File: src/dhoa_pkg.sv
// Shared types and constants of the double-hash open-address insert unit.
package dhoa_pkg;

  localparam int unsigned KEY_W       = 31;
  localparam int unsigned SIZE_W      = 6;
  localparam int unsigned SMOD_W      = 4;
  localparam int unsigned SLOT_W      = 5;
  localparam int unsigned PROBE_W     = 6;
  localparam int unsigned CFG_IDX_W   = 2;
  localparam int unsigned CFG_DATA_W  = 6;
  localparam int unsigned TABLE_DEPTH = 32;

  // The dividend is padded to an even width; the divider retires two bits a cycle.
  localparam int unsigned DVD_W     = KEY_W + 1;
  localparam int unsigned MOD_STEPS = DVD_W / 2;
  localparam int unsigned MOD_CNT_W = $clog2(MOD_STEPS);

  localparam logic [SIZE_W-1:0] SIZE_RESET = 6'd11;
  localparam logic [SMOD_W-1:0] SMOD_RESET = 4'd2;

  localparam logic [CFG_IDX_W-1:0] REG_TABLE_SIZE   = 2'd0;
  localparam logic [CFG_IDX_W-1:0] REG_STEP_MODULUS = 2'd1;

  typedef enum logic [2:0] {
    S_IDLE,
    S_MOD_HOME,
    S_MOD_STEP,
    S_REDUCE,
    S_PROBE
  } state_e;

  typedef struct packed {
    logic              start;
    logic [KEY_W-1:0]  dividend;
    logic [SIZE_W-1:0] divisor;
  } mod_req_t;

  typedef struct packed {
    logic              done;
    logic [SIZE_W-1:0] remainder;
  } mod_rsp_t;

endpackage

File: src/dhoa_mod_unit.sv
// Shared iterative remainder unit, restoring division two bits per cycle.
module dhoa_mod_unit
  import dhoa_pkg::*;
(
  input  logic     clk_i,
  input  logic     rst_ni,
  input  mod_req_t req_i,
  output mod_rsp_t rsp_o
);

  logic                 busy_q, busy_d;
  logic                 done_q, done_d;
  logic [MOD_CNT_W-1:0] cnt_q, cnt_d;
  logic [DVD_W-1:0]     dvd_q, dvd_d;
  logic [SIZE_W-1:0]    div_q, div_d;
  logic [SIZE_W-1:0]    rem_q, rem_d;

  logic [SIZE_W:0] t1, t2;
  logic [SIZE_W-1:0] r1, r2;

  always_comb begin
    t1 = {rem_q, dvd_q[DVD_W-1]};
    if (t1 >= {1'b0, div_q}) begin
      t1 = t1 - {1'b0, div_q};
    end
    r1 = t1[SIZE_W-1:0];
    t2 = {r1, dvd_q[DVD_W-2]};
    if (t2 >= {1'b0, div_q}) begin
      t2 = t2 - {1'b0, div_q};
    end
    r2 = t2[SIZE_W-1:0];
  end

  always_comb begin
    busy_d = busy_q;
    done_d = 1'b0;
    cnt_d  = cnt_q;
    dvd_d  = dvd_q;
    div_d  = div_q;
    rem_d  = rem_q;
    if (busy_q) begin
      rem_d = r2;
      dvd_d = {dvd_q[DVD_W-3:0], 2'b00};
      cnt_d = cnt_q + 1'b1;
      if (cnt_q == MOD_CNT_W'(MOD_STEPS - 1)) begin
        busy_d = 1'b0;
        done_d = 1'b1;
      end
    end else if (req_i.start) begin
      busy_d = 1'b1;
      cnt_d  = '0;
      rem_d  = '0;
      dvd_d  = {1'b0, req_i.dividend};
      div_d  = req_i.divisor;
    end
  end

  always_ff @(posedge clk_i or negedge rst_ni) begin
    if (!rst_ni) begin
      busy_q <= 1'b0;
      done_q <= 1'b0;
      cnt_q  <= '0;
    end else begin
      busy_q <= busy_d;
      done_q <= done_d;
      cnt_q  <= cnt_d;
    end
  end

  always_ff @(posedge clk_i) begin
    dvd_q <= dvd_d;
    div_q <= div_d;
    rem_q <= rem_d;
  end

  assign rsp_o.done      = done_q;
  assign rsp_o.remainder = rem_q;

endmodule

File: src/dhoa_slot_table.sv
// Slot storage: occupancy flags in flip-flops and the key memory.
module dhoa_slot_table
  import dhoa_pkg::*;
#(
  parameter int unsigned USED  = 32,
  parameter int unsigned IDX_W = $clog2(USED)
) (
  input  logic             clk_i,
  input  logic             rst_ni,
  input  logic [IDX_W-1:0] rd_idx_i,
  output logic             rd_valid_o,
  input  logic             wr_en_i,
  input  logic [IDX_W-1:0] wr_idx_i,
  input  logic [KEY_W-1:0] wr_key_i
);

  logic [USED-1:0]  valid_q;
  logic [KEY_W-1:0] keys_mem [USED];

  assign rd_valid_o = valid_q[rd_idx_i];

  always_ff @(posedge clk_i or negedge rst_ni) begin
    if (!rst_ni) begin
      valid_q <= '0;
    end else if (wr_en_i) begin
      valid_q[wr_idx_i] <= 1'b1;
    end
  end

  always_ff @(posedge clk_i) begin
    if (wr_en_i) begin
      keys_mem[wr_idx_i] <= wr_key_i;
    end
  end

endmodule

File: src/double_hash_open_address_insert_unit.sv
// Top level of the double-hash open-address insert unit.
//
// Usage: drive key_i and raise start_i; the item is taken at a clock edge where
// start_i is high and busy_o is low. busy_o stays high until the insert ends.
// The result (slot_o, table_full_o, probe_count_o) is shown for exactly one
// cycle with done_o high; the receiver cannot stall it, so it must be captured
// then. A new item may be started in the cycle done_o is shown.
// From acceptance to done_o the unit runs two remainder computations on the
// shared divider, at two bits per cycle over the 31-bit key padded to 32 bits,
// a reduction of the step below the table size by repeated subtraction, one
// subtraction at a time, and probes of the occupancy flags, one per cycle, up
// to the effective table size. One item is in flight at a time.
// Configuration is written through cfg_we_i/cfg_idx_i/cfg_data_i while idle:
// index 0 is table_size, index 1 is step_modulus; other indices are ignored.
// Reset clears all occupancy flags at once, sets table_size to 11 and
// step_modulus to 2, and leaves the key memory undefined.
module double_hash_open_address_insert_unit
  import dhoa_pkg::*;
#(
  parameter int unsigned TableDepth = TABLE_DEPTH
) (
  input  logic                  clk_i,
  input  logic                  rst_ni,
  input  logic                  start_i,
  output logic                  busy_o,
  input  logic [KEY_W-1:0]      key_i,
  output logic                  done_o,
  output logic [SLOT_W-1:0]     slot_o,
  output logic                  table_full_o,
  output logic [PROBE_W-1:0]    probe_count_o,
  input  logic                  cfg_we_i,
  input  logic [CFG_IDX_W-1:0]  cfg_idx_i,
  input  logic [CFG_DATA_W-1:0] cfg_data_i
);

  // The size register cannot exceed 63, so no slot beyond that is ever touched.
  localparam int unsigned SizeMax = (1 << SIZE_W) - 1;
  localparam int unsigned Used    = (TableDepth < SizeMax) ? TableDepth : SizeMax;
  localparam int unsigned IdxW    = $clog2(Used);

  state_e state_q, state_d;

  logic [SIZE_W-1:0]  cfg_size_q;
  logic [SMOD_W-1:0]  cfg_smod_q;
  logic [SIZE_W-1:0]  size_eff;
  logic [SIZE_W-1:0]  smod_eff;

  logic [KEY_W-1:0]   key_q, key_d;
  logic [IdxW-1:0]    pos_q, pos_d;
  logic [SIZE_W-1:0]  step_q, step_d;
  logic [PROBE_W-1:0] probes_q, probes_d;

  logic               done_q, done_d;
  logic [SLOT_W-1:0]  slot_q, slot_d;
  logic               full_q, full_d;
  logic [PROBE_W-1:0] pcnt_q, pcnt_d;

  mod_req_t mod_req;
  mod_rsp_t mod_rsp;

  logic            slot_busy;
  logic            wr_en;
  logic [SIZE_W:0] pos_sum;
  logic [IdxW-1:0] pos_next;
  logic            last_probe;

  always_ff @(posedge clk_i or negedge rst_ni) begin
    if (!rst_ni) begin
      cfg_size_q <= SIZE_RESET;
      cfg_smod_q <= SMOD_RESET;
    end else if (cfg_we_i) begin
      unique case (cfg_idx_i)
        REG_TABLE_SIZE:   cfg_size_q <= cfg_data_i[SIZE_W-1:0];
        REG_STEP_MODULUS: cfg_smod_q <= cfg_data_i[SMOD_W-1:0];
        default:          ;
      endcase
    end
  end

  always_comb begin
    size_eff = cfg_size_q;
    if (cfg_size_q == '0) begin
      size_eff = SIZE_W'(1);
    end else if (cfg_size_q > SIZE_W'(Used)) begin
      size_eff = SIZE_W'(Used);
    end
    smod_eff = (cfg_smod_q == '0) ? SIZE_W'(1) : SIZE_W'(cfg_smod_q);
  end

  dhoa_mod_unit u_mod (
    .clk_i  (clk_i),
    .rst_ni (rst_ni),
    .req_i  (mod_req),
    .rsp_o  (mod_rsp)
  );

  dhoa_slot_table #(
    .USED  (Used),
    .IDX_W (IdxW)
  ) u_table (
    .clk_i      (clk_i),
    .rst_ni     (rst_ni),
    .rd_idx_i   (pos_q),
    .rd_valid_o (slot_busy),
    .wr_en_i    (wr_en),
    .wr_idx_i   (pos_q),
    .wr_key_i   (key_q)
  );

  // The step is already below the size, so one subtraction completes the wrap.
  always_comb begin
    pos_sum = (SIZE_W + 1)'(pos_q) + (SIZE_W + 1)'(step_q);
    if (pos_sum >= (SIZE_W + 1)'(size_eff)) begin
      pos_sum = pos_sum - (SIZE_W + 1)'(size_eff);
    end
    pos_next   = pos_sum[IdxW-1:0];
    last_probe = ((probes_q + 1'b1) == PROBE_W'(size_eff));
  end

  always_comb begin
    state_d = state_q;
    unique case (state_q)
      S_IDLE:     if (start_i) state_d = S_MOD_HOME;
      S_MOD_HOME: if (mod_rsp.done) state_d = S_MOD_STEP;
      S_MOD_STEP: if (mod_rsp.done) state_d = S_REDUCE;
      S_REDUCE:   if (step_q < size_eff) state_d = S_PROBE;
      S_PROBE:    if (!slot_busy || last_probe) state_d = S_IDLE;
      default:    state_d = S_IDLE;
    endcase
  end

  always_comb begin
    key_d    = key_q;
    pos_d    = pos_q;
    step_d   = step_q;
    probes_d = probes_q;
    done_d   = 1'b0;
    slot_d   = slot_q;
    full_d   = full_q;
    pcnt_d   = pcnt_q;
    wr_en    = 1'b0;
    mod_req.start    = 1'b0;
    mod_req.dividend = key_q;
    mod_req.divisor  = size_eff;
    unique case (state_q)
      S_IDLE: begin
        if (start_i) begin
          key_d            = key_i;
          mod_req.start    = 1'b1;
          mod_req.dividend = key_i;
        end
      end
      S_MOD_HOME: begin
        if (mod_rsp.done) begin
          pos_d           = mod_rsp.remainder[IdxW-1:0];
          mod_req.start   = 1'b1;
          mod_req.divisor = smod_eff;
        end
      end
      S_MOD_STEP: begin
        if (mod_rsp.done) begin
          step_d   = mod_rsp.remainder + 1'b1;
          probes_d = '0;
        end
      end
      S_REDUCE: begin
        if (step_q >= size_eff) begin
          step_d = step_q - size_eff;
        end
      end
      S_PROBE: begin
        probes_d = probes_q + 1'b1;
        if (!slot_busy) begin
          wr_en  = 1'b1;
          done_d = 1'b1;
          slot_d = SLOT_W'(pos_q);
          full_d = 1'b0;
          pcnt_d = probes_q + 1'b1;
        end else if (last_probe) begin
          done_d = 1'b1;
          slot_d = '0;
          full_d = 1'b1;
          pcnt_d = probes_q + 1'b1;
        end else begin
          pos_d = pos_next;
        end
      end
      default: ;
    endcase
  end

  always_ff @(posedge clk_i or negedge rst_ni) begin
    if (!rst_ni) begin
      state_q <= S_IDLE;
      done_q  <= 1'b0;
    end else begin
      state_q <= state_d;
      done_q  <= done_d;
    end
  end

  always_ff @(posedge clk_i) begin
    key_q    <= key_d;
    pos_q    <= pos_d;
    step_q   <= step_d;
    probes_q <= probes_d;
    slot_q   <= slot_d;
    full_q   <= full_d;
    pcnt_q   <= pcnt_d;
  end

  assign busy_o        = (state_q != S_IDLE);
  assign done_o        = done_q;
  assign slot_o        = slot_q;
  assign table_full_o  = full_q;
  assign probe_count_o = pcnt_q;

  // A result only follows the last probe of an insert.
  a_done_after_probe: assert property (@(posedge clk_i) disable iff (!rst_ni)
    done_o |-> $past(state_q == S_PROBE))
    else $error("result strobe without a preceding probe");

  // An accepted item keeps the unit busy in the next cycle.
  a_busy_after_start: assert property (@(posedge clk_i) disable iff (!rst_ni)
    (start_i && !busy_o) |=> busy_o)
    else $error("item accepted but unit not busy");

  // A full result reports slot zero and a probe count equal to the effective table size.
  a_full_result: assert property (@(posedge clk_i) disable iff (!rst_ni)
    (done_o && table_full_o) |-> (slot_o == '0 && probe_count_o == PROBE_W'(size_eff)))
    else $error("full result with wrong slot or probe count");

  // The probe counter never passes the table size during a search.
  a_probe_bound: assert property (@(posedge clk_i) disable iff (!rst_ni)
    (state_q == S_PROBE) |-> (probes_q < PROBE_W'(size_eff)))
    else $error("probe count exceeded table size");

endmodule

File: config.mk
export PLATFORM = sky130hd
export DESIGN_NAME = double_hash_open_address_insert_unit
export DESIGN_NICKNAME = d
export VERILOG_FILES = /design/src/dhoa_pkg.sv /design/src/dhoa_mod_unit.sv /design/src/dhoa_slot_table.sv /design/src/double_hash_open_address_insert_unit.sv
export SDC_FILE = /design/constraint.sdc
export NUM_CORES = 1
export LEC_CHECK = 0
export BUFFER_PORTS_ARGS = -buffer_cell sky130_fd_sc_hd__buf_4
export CORE_ASPECT_RATIO = 1.1
export CORE_UTILIZATION = 45
export CTS_BUF_LIST = sky130_fd_sc_hd__clkbuf_4
export CTS_CLUSTER_DIAMETER = 40
export DETAILED_ROUTE_END_ITERATION = 8
export GPL_ROUTABILITY_DRIVEN = 0
export PLACE_DENSITY_LB_ADDON = 0.1
export SYNTH_ARGS = -nofsm -noshare
export SYNTH_HDL_FRONTEND = slang
export SYNTH_SLANG_ARGS = --single-unit
File: constraint.sdc
create_clock -name clk_i -period 8.28 [get_ports clk_i]
set_clock_uncertainty 0.2 [all_clocks]
set_input_delay 2.484 -clock clk_i [delete_from_list [all_inputs] [get_ports clk_i]]
set_output_delay 2.484 -clock clk_i [all_outputs]
set_load 0.02 [all_outputs]
==> results of run 1 <==
==> power groups by stage <==
| stage | clock network, mW | logic [mW] | registers (mW) |
|---|---|---|---|
| 2_1_floorplan | 0 | 0.841 | 1.15 |
| 3_3_place_gp | 0 | 1.01 | 1.22 |
| 3_5_place_dp | 0 | 1.03 | 1.23 |
| 4_1_cts | 0.476 | 1.04 | 1.21 |
| 5_1_grt | 0.505 | 1.17 | 1.24 |
| 6_report | 0.461 | 1.04 | 1.22 |
==> final timing paths <==
check | from | end | slack, ns | depth (start not counted)
min reg2reg | u_table.valid_q[9]$_DFFE_PN0P_ | u_table.valid_q[9]$_DFFE_PN0P_ | 0.29 | 1
max reg2reg | u_mod.rem_q[2]$_SDFFCE_PN0P_ | u_mod.rem_q[3]$_SDFFCE_PN0P_ | 3.79 | 14
max | state_q[0]$_DFFE_PN0P_ | busy_o | 3.76 | 2
min in group asynchronous | rst_ni | u_table.valid_q[2]$_DFFE_PN0P_ | 1.73 | 1
max in group asynchronous | rst_ni | u_mod.busy_q$_DFF_PN0_ | 5.64 | 1
min | u_table.valid_q[9]$_DFFE_PN0P_ | u_table.valid_q[9]$_DFFE_PN0P_ | 0.29 | 1
==> through the flow <==
step	utilization	cell area (sq um)	total power, mW	hold slack (ns)
floorplan	-	7980	1.99	0.238
global route	0.517	8890	2.91	0.304
CTS	0.517	8890	2.73	0.291
finish	0.517	8890	2.72	0.285
global placement	0.500	8600	2.23	0.253
detailed placement	0.500	8600	2.26	0.257
==> sequential cells by signal, summed over array words and instances (netlist names), 4 cells and up <==
signal	cells
u_mod.rem_q	6
pos_q	5
u_mod.cnt_q	4
u_mod.dvd_q	32
cfg_size_q	6
slot_o	5
probe_count_o	6
u_mod.div_q	6
u_table.valid_q	32
step_q	6
probes_q	6
key_q	31
cfg_smod_q	4
==> final cells by class <==
type | instances | share of cell area
Multi-Input combinational cell | 479 | 0.376
Timing Repair Buffer | 58 | 0.0490
Tap cell | 234 | 0.0329
Sequential cell | 156 | 0.496
Clock inverter | 13 | 0.0160
Clock buffer | 19 | 0.0160
Antenna cell | 1 | 0.000282
Inverter | 33 | 0.0139
==> cells in the mapped netlist, types with 7 or more instances <==
library cell | n | area (sq um)
a21o_1 | 7 | 52.6
a21oi_1 | 24 | 120
a22oi_1 | 30 | 225
buf_2 | 9 | 45.0
clkbuf_1 | 15 | 56.3
dfrtp_1 | 48 | 1200
edfxtp_1 | 102 | 3060
ha_1 | 31 | 388
inv_1 | 32 | 120
mux2_2 | 9 | 101
mux2i_1 | 19 | 190
nand2_1 | 62 | 233
nand3_1 | 15 | 75.1
nand4_1 | 8 | 50.1
nor2_1 | 39 | 146
nor2b_1 | 7 | 43.8
nor3_1 | 10 | 50.1
o21a_1 | 9 | 67.6
o21ai_0 | 53 | 265
o21bai_1 | 36 | 270
or3_1 | 9 | 56.3
xnor2_1 | 14 | 123
xor2_1 | 9 | 78.8
==> kinds of logic after synthesis <==
family                     Yosys count  synth area share
adders and majority gates           37            0.0624
xor gates and xnor gates            24            0.0281
buffers and inverters               61            0.0310
and+or+nand+nor                    182             0.111
DFF                                156             0.552
AOI/OAI and AO/OA                  206             0.173
muxes                               30            0.0422
==> per-layer routing <==
layer	global-route usage	part of all wire	routed length, microns	up-vias
li1	-	-	-	2689
met1	0.252	0.45	7480	2723
met2	0.326	0.50	8260	118
met3	0.0381	0.031	509	27
met4	0.0724	0.016	266	0
met5	0	0	0	-
==> results.toml, run 1 <==
[logic_synthesis]
synth_cell_type_count = 67
ys_seq_area_frac = 0.552
synth_area_per_cell_sq_um = 11.5
yosysWarnings = 0
ys_async_sr_fraction = 0.333
syn_inst = 696
synth-edff-count = 102
synth_flop_cell = "edfxtp_1"
synth_nets = 775
synth_seq_cells = 156
syn_area_sq_mm = 0.00798

[worst_setup_path]
worst_setup_path_end_kind = "output port"
cp_max_fo = 18
crit_arrival_ns = 1.84
path_buf_inv = 1
critPathKind = "reg2out"
slowest_delay_ns = 0.59
cp_top_family = "flip-flops"
path_cells = "or3_1 > buf_4"
startpoint_type = "register"
cp_slowest_cell = "dfrtp_1"
cp.required_ns = 5.60

[clocking]
clk_latency_ns = 0.56
cts_tree = "done"
postCtsSetupBuffers = 0
max-clock-path-buffers = 2
numCtsBuffers = 17
cts-root-buf = "clkbuf_4"
holdBufCountCts = 0
cts_max_level = 4
cts-resized-gates = 0
clkSlewWorstSetupHoldPaths_ns = 0.13
numClockSinks = 156

[routing]
via_per_inst = 5.60
vias = 5557
route.detailed.drc = 0
ant_nets = 0
dr.pass1.iters = 6
wl_microns = 16500
drt-initial-drc-count = 339
wl_per_cell_microns = 16.6

[pwr]
clockPowerShare = 0.170
powerDensity_mw_per_mm2 = 306
p_comb_frac = 0.383
p_sw_mw = 1.01
seqPwrFrac = 0.447
swShare = 0.372
p_int_mw = 1.71
peakVddDrop_uv = 121
p_leak_nw = 3.49

[timing]
fin_tns_setup_ns = 0
fin_ws_ns = 3.76
maxSlewViolCount = 0
slew_headroom = 0.291
finalHoldViolCount = 0
tightest_slew_ns = 1.06
rsz0062_at_grt = "false"
fmax_mhz = 221
setup_viol = 0
min_period_ns = 4.52
finalCritPeriodShare = 0.546

[min_path]
hp-class = "reg2reg"

[finish]
fillers = 1552
final_cell_mix = "102 x edfxtp_1, 62 x nand2_1, 58 x buf_4"
layout.nets = 824
layout_commonest_cell = "edfxtp_1"
areaGrowthSynthToFinish_pct = 11.3
multi_input_area_sq_mm = 0.00334
instances_no_fill = 993
drive_gt1_frac = 0.161
seqCellArea_sq_mm = 0.00441

[floorplanning]
fp.dieH_microns = 142
num_rows = 50
fp.coreArea_sq_mm = 0.0172
io_pins = 57
fp.dieW_microns = 129
start_util = 0.464
die_area_sq_mm = 0.0183

[global_routing]
grt_antenna_before_repair = 1
grt_max_degree = 69
grt_pass1_vias = 5546
grt_pass1_wl_microns = 27600
grt-ovfl-total = 0
track_usage = 0.195

[placed_design]
placed_cells = 960
portBuffers = 56
post-dp-hpwl_microns = 11600
dp_slack_ns = 3.67

[outcome]
status = "finished, final reports clean"

[job]
maxCapViolCount = 0
Power figures use the tool's default switching activity.
==> run 2, diff against run 1 <==
Clock period 8.28 ns to 4.65 ns, I/O delays scaled along.
==> results.toml, run 2 (same netlist as run 1, synthesis figures left out) <==
[clocking]
max-clock-path-buffers = 2
postCtsSetupBuffers = 0
clk_latency_ns = 0.56
holdBufCountCts = 0
cts-resized-gates = 0
numCtsBuffers = 17
clkSlewWorstSetupHoldPaths_ns = 0.14
cts_tree = "done"
numClockSinks = 156
cts_max_level = 4
cts-root-buf = "clkbuf_4"

[floorplanning]
io_pins = 57
die_area_sq_mm = 0.0183
fp.dieW_microns = 129
fp.coreArea_sq_mm = 0.0172
fp.dieH_microns = 142
start_util = 0.464
num_rows = 50

[pwr]
peakVddDrop_uv = 233
p_leak_nw = 3.54
powerDensity_mw_per_mm2 = 550
p_total_mw = 4.92

[min_path]
holdPathEnd = "u_table.valid_q[9]$_DFFE_PN0P_"
hp-class = "reg2reg"
hold_depth = 1
hold_start = "u_table.valid_q[9]$_DFFE_PN0P_"

[routing]
vias = 5586
wl_per_cell_microns = 16.9
via_per_inst = 5.60
drt-initial-drc-count = 225
ant_nets = 0
dr.pass1.iters = 5
wl_microns = 16800
route.detailed.drc = 0

[job]
maxCapViolCount = 0

[timing]
maxSlewViolCount = 0
finalCritPeriodShare = 0.930
fin_tns_setup_ns = 0
rsz0062_at_grt = "false"
setup_viol = 0
tightest_slew_ns = 0.977
min_period_ns = 4.32
slew_headroom = 0.349
fmax_mhz = 231
finalHoldViolCount = 0

[finish]
multi_input_area_sq_mm = 0.00334
layout_commonest_cell = "edfxtp_1"
layout.nets = 827
reg_top3 = "u_mod.dvd_q (32), u_table.valid_q (32), key_q (31)"
areaGrowthSynthToFinish_pct = 12.0
post-route-util = 0.520
seqCellArea_sq_mm = 0.00441
final_cell_mix = "102 x edfxtp_1, 62 x nand2_1, 60 x buf_4"
fillers = 1537
drive_gt1_frac = 0.164

[worst_setup_path]
critPathKind = "reg2reg"
startpoint_type = "register"
r2r_cells = 15
cp_max_fo = 7
r2r-end = "u_mod.rem_q[4]$_SDFFCE_PN0P_"
reg2reg_setup_slack_ns = 0.33
rr_startpoint = "u_mod.rem_q[2]$_SDFFCE_PN0P_"
cp.required_ns = 4.77
crit_arrival_ns = 4.44
worst_setup_path_end_kind = "register"

[global_routing]
grt_pass1_vias = 5583
grt_max_degree = 69
grt_antenna_before_repair = 1
track_usage = 0.198
grt-ovfl-total = 0
grt_pass1_wl_microns = 27900

[outcome]
status = "finished, final reports clean"

[placed_design]
portBuffers = 56
post-dp-hpwl_microns = 11700
## run 2: cell types whose count changed in the layout (fill, tap and decap cells not counted), sizes merged
| cell | change |
|---|---|
| clkinvlp | -3 |
| clkinv | -1 |
| buf | +3 |
| clkbuf | -2 |
| inv | +6 |
| diode | +1 |
## run 2: layer usage
layer,wire length (microns),share of wire,up-vias,GRT usage
li1,-,-,2701,-
met1,7640,0.45,2729,0.259
met2,8370,0.50,131,0.329
met3,559,0.033,25,0.0324
met4,268,0.016,0,0.0793
met5,0,0,-,0
## run 2: worst max path at each step
| stage | start | end | slack, ns | cells after the start |
|---|---|---|---|---|
| finish | u_mod.rem_q[2]$_SDFFCE_PN0P_ | u_mod.rem_q[4]$_SDFFCE_PN0P_ | 0.33 | 15 |
| global route | u_mod.rem_q[2]$_SDFFCE_PN0P_ | u_mod.rem_q[0]$_SDFFCE_PN0P_ | 0.02 | 15 |
| CTS | u_mod.rem_q[2]$_SDFFCE_PN0P_ | u_mod.rem_q[0]$_SDFFCE_PN0P_ | 0.38 | 15 |
| detailed placement | u_mod.rem_q[2]$_SDFFCE_PN0P_ | u_mod.rem_q[4]$_SDFFCE_PN0P_ | 0.41 | 15 |
| global placement | u_mod.rem_q[1]$_SDFFCE_PN0P_ | u_mod.rem_q[4]$_SDFFCE_PN0P_ | 0.52 | 15 |
| floorplan | u_mod.rem_q[2]$_SDFFCE_PN0P_ | u_mod.rem_q[1]$_SDFFCE_PN0P_ | 0.88 | 15 |
## run 2: layout make-up
class                           count  share of cell area
Sequential cell                   156               0.493
Clock buffer                       17              0.0143
Tap cell                          234              0.0327
Multi-Input combinational cell    479               0.373
Clock inverter                     15              0.0196
Antenna cell                        2            0.000560
Timing Repair Buffer               61              0.0526
Inverter                           33              0.0139
## run 2: worst max-delay path, cell delays in order, from the launching register on
cell      delay, ns
edfxtp_1       0.53
ha_1           0.41
nand3_1        0.13
o21bai_1       0.21
a21boi_0       0.30
nor2_1         0.17
or2_2          0.31
nand2_1        0.11
ha_1           0.25
nor2b_1        0.15
o31a_1         0.27
o31a_1         0.27
a211oi_2       0.39
buf_4          0.23
nand2b_1       0.11
a21oi_1        0.06
## run 2: stage by stage
| step | instance area (sq um) | worst slack (ns) | hold WS [ns] | cells |
|---|---|---|---|---|
| 2_1_floorplan | 7980 | 0.884 | 0.238 | 696 |
| 3_3_place_gp | 8640 | 0.516 | 0.254 | 963 |
| 3_5_place_dp | 8640 | 0.405 | 0.261 | 963 |
| 4_1_cts | 8940 | 0.378 | 0.294 | 995 |
| 5_1_grt | 8940 | 0.0249 | 0.306 | 997 |
| 6_report | 8940 | 0.327 | 0.291 | 997 |
## run 2: power breakdown
| group | total [mW] | internal, mW | switching [mW] |
|---|---|---|---|
| registers | 2.16 | 1.91 | 0.246 |
| logic | 1.89 | 0.822 | 1.07 |
| clock network | 0.880 | 0.339 | 0.540 |
| total | 4.92 | 3.07 | 1.85 |
